$ cat src/hdl/b64enc_pkg.sv
// Types, constants and the symbol-to-ASCII map shared by the base64 encoder.
// No dependencies; every other file of the block imports this package.
package b64enc_pkg;

  localparam int unsigned ByteW = 8;
  localparam int unsigned SymW  = 6;
  localparam int unsigned Slots = 4;

  localparam logic [ByteW-1:0] PadChar   = 8'h3D; // '='
  localparam logic [ByteW-1:0] CharUpA   = 8'h41; // 'A'
  localparam logic [ByteW-1:0] CharLowA  = 8'h61; // 'a'
  localparam logic [ByteW-1:0] CharZero  = 8'h30; // '0'
  localparam logic [ByteW-1:0] CharPlus  = 8'h2B; // '+'
  localparam logic [ByteW-1:0] CharSlash = 8'h2F; // '/'
  localparam logic [ByteW-1:0] CharDash  = 8'h2D; // '-'
  localparam logic [ByteW-1:0] CharUnder = 8'h5F; // '_'

  localparam logic [SymW-1:0] SymLowerBase = 6'd26;
  localparam logic [SymW-1:0] SymDigitBase = 6'd52;
  localparam logic [SymW-1:0] SymSpecial62 = 6'd62;

  // Position within the current 3-byte group
  typedef enum logic [2:0] {
    PH_0 = 3'b001,
    PH_1 = 3'b010,
    PH_2 = 3'b100
  } phase_e;

  // One output character: a 6-bit symbol or a pad
  typedef struct packed {
    logic            pad;
    logic [SymW-1:0] sym;
  } slot_t;

  // Everything one input byte produces
  typedef struct packed {
    slot_t [Slots-1:0] slots;
    logic [1:0]        last_idx; // index of the final slot used
    logic              eom;      // final slot closes the message
  } job_t;

  function automatic logic [ByteW-1:0] sym_char(input logic [SymW-1:0] v, input logic url);
    logic [ByteW-1:0] v8;
    logic [ByteW-1:0] c;
    v8 = {2'b00, v};
    if (v < SymLowerBase) begin
      c = CharUpA + v8;
    end else if (v < SymDigitBase) begin
      c = CharLowA + (v8 - {2'b00, SymLowerBase});
    end else if (v < SymSpecial62) begin
      c = CharZero + (v8 - {2'b00, SymDigitBase});
    end else if (v == SymSpecial62) begin
      c = url ? CharDash : CharPlus;
    end else begin
      c = url ? CharUnder : CharSlash;
    end
    return c;
  endfunction

endpackage

$ cat src/hdl/base64_stream_encoder.sv
// Top level of the streaming base64 encoder (standard or URL-safe alphabet).
// Depends on b64enc_pkg, b64enc_front, b64enc_fifo and b64enc_back.
//
// Usage:
//   Slave stream: one message byte per transfer in s_axis_tdata, with
//   s_axis_tlast high on the final byte of a message.
//   Master stream: one ASCII character per transfer in m_axis_tdata, '='
//   padding included; m_axis_tlast marks the final character of a message.
//   cfg_we_i / cfg_wdata_i write the alphabet select (1 = URL-safe '-' '_');
//   write it only while no message is in flight.
// Path: with the queue and output idle, a transferred byte's job is written into
//   the job queue, then its first character is loaded into the output register.
// Throughput: the output register issues one character per cycle while
//   m_axis_tready is high; a byte produces 1, 1, 2 characters for the bytes of a
//   group, 2, 3 or 4 for a final byte. The input takes a byte every cycle while
//   the job queue (FIFO_DEPTH entries) has room.
// Reset: clears the group phase, leftover bits, queue and output valid, and
//   selects the standard alphabet.
// Stall: with m_axis_tready low the output character holds, the queue fills,
//   and s_axis_tready drops once the queue is full.
module base64_stream_encoder import b64enc_pkg::*; #(
  parameter int unsigned FIFO_DEPTH = 4
) (
  input  logic             clk_i,
  input  logic             rst_ni,
  // configuration
  input  logic             cfg_we_i,
  input  logic             cfg_wdata_i,    // [0] url_alphabet
  // slave stream: raw bytes
  input  logic             s_axis_tvalid,
  output logic             s_axis_tready,
  input  logic [ByteW-1:0] s_axis_tdata,   // [7:0] data_byte
  input  logic             s_axis_tlast,   // end_of_message
  // master stream: encoded characters
  output logic             m_axis_tvalid,
  input  logic             m_axis_tready,
  output logic [ByteW-1:0] m_axis_tdata,   // [7:0] out_char
  output logic             m_axis_tlast    // last_char
);

  logic url_q;
  logic push;
  logic pop;
  logic full;
  logic empty;
  job_t push_job;
  job_t head_job;

  // Alphabet select; takes effect on characters issued after the write
  always_ff @(posedge clk_i or negedge rst_ni) begin
    if (!rst_ni) begin
      url_q <= 1'b0;
    end else if (cfg_we_i) begin
      url_q <= cfg_wdata_i;
    end
  end

  b64enc_front u_front (
    .clk_i      (clk_i),
    .rst_ni     (rst_ni),
    .in_valid_i (s_axis_tvalid),
    .in_byte_i  (s_axis_tdata),
    .in_eom_i   (s_axis_tlast),
    .q_full_i   (full),
    .in_ready_o (s_axis_tready),
    .push_o     (push),
    .job_o      (push_job)
  );

  b64enc_fifo #(
    .Depth (FIFO_DEPTH)
  ) u_fifo (
    .clk_i      (clk_i),
    .rst_ni     (rst_ni),
    .push_i     (push),
    .push_job_i (push_job),
    .pop_i      (pop),
    .head_o     (head_job),
    .full_o     (full),
    .empty_o    (empty)
  );

  b64enc_back u_back (
    .clk_i       (clk_i),
    .rst_ni      (rst_ni),
    .url_i       (url_q),
    .head_i      (head_job),
    .empty_i     (empty),
    .pop_o       (pop),
    .out_ready_i (m_axis_tready),
    .out_valid_o (m_axis_tvalid),
    .out_char_o  (m_axis_tdata),
    .out_last_o  (m_axis_tlast)
  );

endmodule

$ cat src/hdl/b64enc_front.sv
// Front end: accepts message bytes, tracks the group phase and leftover bits,
// and turns each byte into a job of up to four slots. Uses b64enc_pkg.
module b64enc_front import b64enc_pkg::*; (
  input  logic             clk_i,
  input  logic             rst_ni,
  input  logic             in_valid_i,
  input  logic [ByteW-1:0] in_byte_i,
  input  logic             in_eom_i,
  input  logic             q_full_i,
  output logic             in_ready_o,
  output logic             push_o,
  output job_t             job_o
);

  phase_e     phase_q, phase_d;
  logic [3:0] left_q, left_d;

  assign in_ready_o = !q_full_i;
  assign push_o     = in_valid_i && !q_full_i;

  always_comb begin
    job_o          = '0;
    job_o.eom      = in_eom_i;
    phase_d        = phase_q;
    left_d         = left_q;
    case (phase_q)
      PH_1: begin
        job_o.slots[0].sym = {left_q[1:0], in_byte_i[7:4]};
        if (in_eom_i) begin
          job_o.slots[1].sym = {in_byte_i[3:0], 2'b00};
          job_o.slots[2].pad = 1'b1;
          job_o.last_idx     = 2'd2;
          phase_d            = PH_0;
          left_d             = '0;
        end else begin
          job_o.last_idx = 2'd0;
          phase_d        = PH_2;
          left_d         = in_byte_i[3:0];
        end
      end
      PH_2: begin
        job_o.slots[0].sym = {left_q, in_byte_i[7:6]};
        job_o.slots[1].sym = in_byte_i[5:0];
        job_o.last_idx     = 2'd1;
        phase_d            = PH_0;
        left_d             = '0;
      end
      default: begin
        // unknown codes act as the start of a group
        job_o.slots[0].sym = in_byte_i[7:2];
        if (in_eom_i) begin
          job_o.slots[1].sym = {in_byte_i[1:0], 4'b0000};
          job_o.slots[2].pad = 1'b1;
          job_o.slots[3].pad = 1'b1;
          job_o.last_idx     = 2'd3;
          phase_d            = PH_0;
          left_d             = '0;
        end else begin
          job_o.last_idx = 2'd0;
          phase_d        = PH_1;
          left_d         = {2'b00, in_byte_i[1:0]};
        end
      end
    endcase
  end

  always_ff @(posedge clk_i or negedge rst_ni) begin
    if (!rst_ni) begin
      phase_q <= PH_0;
      left_q  <= '0;
    end else if (push_o) begin
      phase_q <= phase_d;
      left_q  <= left_d;
    end
  end

  a_left_clear_at_group_start: assert property (@(posedge clk_i) disable iff (!rst_ni)
    (phase_q == PH_0) |-> (left_q == '0))
    else $error("leftover bits not clear at group start");

endmodule

$ cat src/hdl/b64enc_fifo.sv
// Short job queue between the front and back ends of the base64 encoder.
// Register-based circular buffer of job_t entries; uses b64enc_pkg.
module b64enc_fifo import b64enc_pkg::*; #(
  parameter int unsigned Depth = 4
) (
  input  logic clk_i,
  input  logic rst_ni,
  input  logic push_i,
  input  job_t push_job_i,
  input  logic pop_i,
  output job_t head_o,
  output logic full_o,
  output logic empty_o
);

  localparam int unsigned PtrW = (Depth > 1) ? $clog2(Depth) : 1;
  localparam int unsigned CntW = $clog2(Depth + 1);
  localparam logic [PtrW-1:0] PtrLast = PtrW'(Depth - 1);
  localparam logic [CntW-1:0] CntFull = CntW'(Depth);

  job_t            mem_q [Depth];
  logic [PtrW-1:0] wr_ptr_q, rd_ptr_q;
  logic [CntW-1:0] cnt_q;

  assign full_o  = (cnt_q == CntFull);
  assign empty_o = (cnt_q == '0);
  assign head_o  = mem_q[rd_ptr_q];

  always_ff @(posedge clk_i) begin
    if (push_i) begin
      mem_q[wr_ptr_q] <= push_job_i;
    end
  end

  always_ff @(posedge clk_i or negedge rst_ni) begin
    if (!rst_ni) begin
      wr_ptr_q <= '0;
      rd_ptr_q <= '0;
      cnt_q    <= '0;
    end else begin
      if (push_i) begin
        wr_ptr_q <= (wr_ptr_q == PtrLast) ? '0 : wr_ptr_q + 1'b1;
      end
      if (pop_i) begin
        rd_ptr_q <= (rd_ptr_q == PtrLast) ? '0 : rd_ptr_q + 1'b1;
      end
      if (push_i && !pop_i) begin
        cnt_q <= cnt_q + 1'b1;
      end else if (pop_i && !push_i) begin
        cnt_q <= cnt_q - 1'b1;
      end
    end
  end

  a_no_push_when_full: assert property (@(posedge clk_i) disable iff (!rst_ni)
    full_o |-> !push_i)
    else $error("push into a full job queue");

  a_no_pop_when_empty: assert property (@(posedge clk_i) disable iff (!rst_ni)
    empty_o |-> !pop_i)
    else $error("pop from an empty job queue");

  a_count_bounded: assert property (@(posedge clk_i) disable iff (!rst_ni)
    cnt_q <= CntFull)
    else $error("job queue count beyond depth");

endmodule

$ cat src/hdl/b64enc_back.sv
// Back end: drains queue jobs one character per cycle while out_ready_i allows, into a
// registered output stage, mapping symbols to ASCII. Uses b64enc_pkg.
module b64enc_back import b64enc_pkg::*; (
  input  logic             clk_i,
  input  logic             rst_ni,
  input  logic             url_i,
  input  job_t             head_i,
  input  logic             empty_i,
  output logic             pop_o,
  input  logic             out_ready_i,
  output logic             out_valid_o,
  output logic [ByteW-1:0] out_char_o,
  output logic             out_last_o
);

  logic             valid_q, valid_d;
  logic [ByteW-1:0] char_q, char_d;
  logic             last_q, last_d;
  logic             busy_q, busy_d;
  logic [1:0]       idx_q, idx_d;
  job_t             cur_q, cur_d;

  job_t       src;
  logic [1:0] idx;
  slot_t      slot;
  logic       have;
  logic       adv;

  always_comb begin
    src     = busy_q ? cur_q : head_i;
    idx     = busy_q ? idx_q : 2'd0;
    slot    = src.slots[idx];
    have    = busy_q || !empty_i;
    adv     = !valid_q || out_ready_i;
    valid_d = valid_q;
    char_d  = char_q;
    last_d  = last_q;
    busy_d  = busy_q;
    idx_d   = idx_q;
    cur_d   = cur_q;
    pop_o   = 1'b0;
    if (adv) begin
      valid_d = have;
      if (have) begin
        char_d = slot.pad ? PadChar : sym_char(slot.sym, url_i);
        last_d = src.eom && (idx == src.last_idx);
        pop_o  = !busy_q;
        cur_d  = src;
        if (idx == src.last_idx) begin
          busy_d = 1'b0;
          idx_d  = 2'd0;
        end else begin
          busy_d = 1'b1;
          idx_d  = idx + 2'd1;
        end
      end
    end
  end

  always_ff @(posedge clk_i or negedge rst_ni) begin
    if (!rst_ni) begin
      valid_q <= 1'b0;
      busy_q  <= 1'b0;
      idx_q   <= '0;
    end else begin
      valid_q <= valid_d;
      busy_q  <= busy_d;
      idx_q   <= idx_d;
    end
  end

  always_ff @(posedge clk_i) begin
    char_q <= char_d;
    last_q <= last_d;
    cur_q  <= cur_d;
  end

  assign out_valid_o = valid_q;
  assign out_char_o  = char_q;
  assign out_last_o  = last_q;

  a_busy_index_in_job: assert property (@(posedge clk_i) disable iff (!rst_ni)
    busy_q |-> (idx_q != 2'd0) && (idx_q <= cur_q.last_idx))
    else $error("slot index outside the current job");

endmodule

$ cat config.mk
export PLATFORM = sky130hd
export DESIGN_NAME = base64_stream_encoder
export DESIGN_NICKNAME = d
export VERILOG_FILES = /design/src/hdl/b64enc_pkg.sv /design/src/hdl/base64_stream_encoder.sv /design/src/hdl/b64enc_front.sv /design/src/hdl/b64enc_fifo.sv /design/src/hdl/b64enc_back.sv
export SDC_FILE = /design/constraint.sdc
export NUM_CORES = 1
export LEC_CHECK = 0
export BUFFER_PORTS_ARGS = -buffer_cell sky130_fd_sc_hd__buf_2
export CORE_MARGIN = 3
export CORE_UTILIZATION = 45
export DETAILED_ROUTE_END_ITERATION = 12
export PLACE_DENSITY = 0.75
export SYNTH_ARGS = -nofsm -noshare
export SYNTH_HDL_FRONTEND = slang
export SYNTH_SLANG_ARGS = --single-unit
export TNS_END_PERCENT = 100
$ cat constraint.sdc
create_clock -name clk_i -period 2.9 [get_ports clk_i]
set_input_delay 0.58 -clock clk_i [delete_from_list [all_inputs] [get_ports clk_i]]
set_output_delay 0.58 -clock clk_i [all_outputs]
set_load 0.02 [all_outputs]
==> results.cfg <==
[run_status]
status = completed

[critical_path]
critPathSlowestCell = dfrtp_2
endpoint = u_back.out_char_o[5]
cp-end-kind = flip-flop
critPathRequiredTime_ps = 3050
cp.arrival_ps = 2960
crit_family = compound AO/OA/AOI/OAI gates
worstReg2RegStart = u_fifo.rd_ptr_q[0]
path_max_fanout = 5
crit_path_cell_trace = buf_6 -> mux2_2 -> o221a_2 -> a22oi_4 -> inv_1 -> ha_1 -> a21oi_4 -> xor2_2 -> nand2_1 -> o31ai_2 -> o211ai_1
reg2reg_slack_ps = 90
setup.worst_path.start = u_fifo.rd_ptr_q[0]
crit_path_max_incr_delay_ps = 390
crit_path_start_kind = flip-flop
reg2reg_depth = 11
crit_buf_inv = 2
cp.depth = 11
reg2reg_to = u_back.out_char_o[5]
path_class = flip-flop to flip-flop

[yosys]
yosys.area.top_type_share_pct = 54.4
synth_nets = 460
synth_seq_area_share_pct = 62.4
syn_area_um2 = 5960
ys_seq_elements = 127
synth.largest_area_cell = edfxtp_1
async_reset_ff_share_pct = 15.0
yosysWarnings = 0
synthFlopType = edfxtp_1
synthTopCellsByArea = edfxtp_1 (54%), dfrtp_1 (7.6%), mux4_2 (4.9%)
postSynthAreaPerCell_um2 = 13.9
netlist_instances = 430
synthDistinctLibCells = 52
synth_edf_count = 108
synthTopCellsByCount = edfxtp_1 (108), nand2_1 (72), nor2_1 (23)
synth.most_common_cell = edfxtp_1

[floorplanning]
core_area_um2 = 12800
die_y_um = 121
io_pins = 26
die_w_um = 121
rows = 41
start_util_pct = 46.7
dieArea_um2 = 14700

[clock_tree]
clockBufferDepth = 2
clkTransAtPathRegs_ps = 60
htreeDepth = 4
root_buffer = clkbuf_16
insertion_delay_ps = 420
clock-sinks = 127
cts_tree = yes
numCtsBuffers = 17
hold_buffers = 0

[timing]
max-slew-margin-rel_pct = 47.1
setup_viol = 0
finalCritPeriodShare_pct = 96.8
clock_skew_ps = 5.82
grt_setup_unrepaired = false
period_needed_ps = 2810
hold_violations = 0
fin_setup_tns_ps = 0
worst_slew_pin_slew_ps = 791
slew_viol_final = 0
fmax_ghz = 0.356

[place]
place_congestion = 0.937
place_area_um2 = 6430
dpl.hpwl_mm = 7.79
placed_cells = 637
portBuffers = 25

[layout]
final_core_util_pct = 55.8
stdcell_count = 674
n_fill_cell = 1010
final_cell_area_um2 = 7130
fin_nets = 519
syn2layout_area_growth_pct = 19.5
diodes = 0
drive_above_1_share_pct = 27.1

[grt]
gr-usage-all-layers_pct = 16.5
grt-ovfl-total = 0
grt_pass1_vias = 3662
grt_max_degree = 25
grt_pass1_wl_mm = 18.5
antenna_found_initial = 0

[detailed_routing]
drt_iter0_drc = 301
routed_wl_mm = 11.5
wire_per_inst_um = 17.0
avgViaCountPerCell = 5.35
vias = 3609
drt-pass1-iter-count = 4
post-route-drc-count = 0
antenna_left = 0

[pwr]
p_leak_nw = 2.75
ir_worst_vdd_uv = 752
p_per_area_nw_per_um2 = 1310
total_power_mw = 9.37

[job]
drv_cap = 0

[worst_hold_path]
holdCritPathClass = input port to asynchronous set/reset pin
through the flow:
stage                     hold WS [ps]  setup WS, ps
after floorplan                    284          29.3
after global placement             480          96.0
after detailed placement           474         -27.8
after CTS                          111          21.0
after global routing               120          1.63
final                              115          93.0
placed cells by master, fill, tap and decap left out, drive strengths merged, types with 2 or more instances in the layout:
cell	instances
nand2b	5
mux2	14
nand2	72
nor3	4
a32o	2
mux2i	3
ha	14
o22ai	3
xor2	7
a22o	9
or3	5
nor2b	4
a211oi	2
nor3b	3
bufinv	3
o211ai	6
a22oi	9
nand3	2
xnor2	5
a21boi	3
mux4	17
and2	18
clkinvlp	3
clkbuf	18
and3	6
inv	16
nor2	23
buf	59
o21ai	11
a21oi	9
clkinv	6
edfxtp	108
o32a	2
a21o	2
dfrtp	18
o31ai	2
final cells by class:
class,instances,area (um2),area share (%)
sequential,127,3720,52.2
clock inverter,14,165,2.32
clock buffer,18,429,6.02
tap,172,215,3.02
multi-input combinational,270,2150,30.2
timing repair buffer,59,394,5.53
inverter,14,52.6,0.737
how the worst min path moves through the flow:
stage / from / end / slack, ps / cells after the start
detailed placement: u_fifo.cnt_q[2] / u_fifo.cnt_q[2] / 470 / 1
CTS: rst_ni / u_fifo.wr_ptr_q[0] / 110 / 1
global placement: u_fifo.cnt_q[2] / u_fifo.cnt_q[2] / 480 / 1
global route: rst_ni / u_fifo.wr_ptr_q[1] / 120 / 1
floorplan: rst_ni / u_back.busy_q / 280 / 0
finish: rst_ni / u_fifo.wr_ptr_q[0] / 110 / 1
layer usage:
| layer | up-vias | global-route usage (%) | wire, um |
|---|---|---|---|
| met2 | 83 | 26.5 | 5750 |
| li1 | 1712 | - | - |
| met5 | - | 0 | 0 |
| met3 | 20 | 5.41 | 468 |
| met4 | 0 | 6.23 | 163 |
| met1 | 1794 | 20.9 | 5100 |
flip-flops by register name (all words and copies together), names as in the netlist, 2 cells and up:
register and count:
u_fifo.cnt_q 3, u_front.phase_q 3, u_back.cur_q 31, u_fifo.mem_q 68, u_front.left_q 4, u_back.idx_q 2, u_fifo.wr_ptr_q 2, u_back.out_char_o 8
u_fifo.rd_ptr_q 2
logic make-up after synthesis:
logic type                 after synthesis  share of synthesized area, %
xor gates and xnor gates                12                          1.76
muxes                                   34                          10.0
adders and majority gates               15                          3.27
buffers and inverters                   33                          2.56
and+or+nand+nor                        145                          11.2
DFF                                    127                          62.4
AOI/OAI and AO/OA                       64                          8.77
power breakdown:
part | leakage, nW | internal [mW] | switching [mW]
Combinational | 1.21 | 1.89 | 2.32
Clock | 0.282 | 1.35 | 0.767
Sequential | 1.26 | 2.79 | 0.249
Total | 2.75 | 6.03 | 3.34
repair_timing:
| action | in CTS | in global routing |
|---|---|---|
| setup endpoints to repair | 1 | 4 |
| buffers inserted | 0 | 4 |
| pin swaps | 0 | 3 |
| resized for setup | 2 | 10 |
| cloned | 0 | 1 |
No activity file was read; power rests on OpenSTA's default activity.
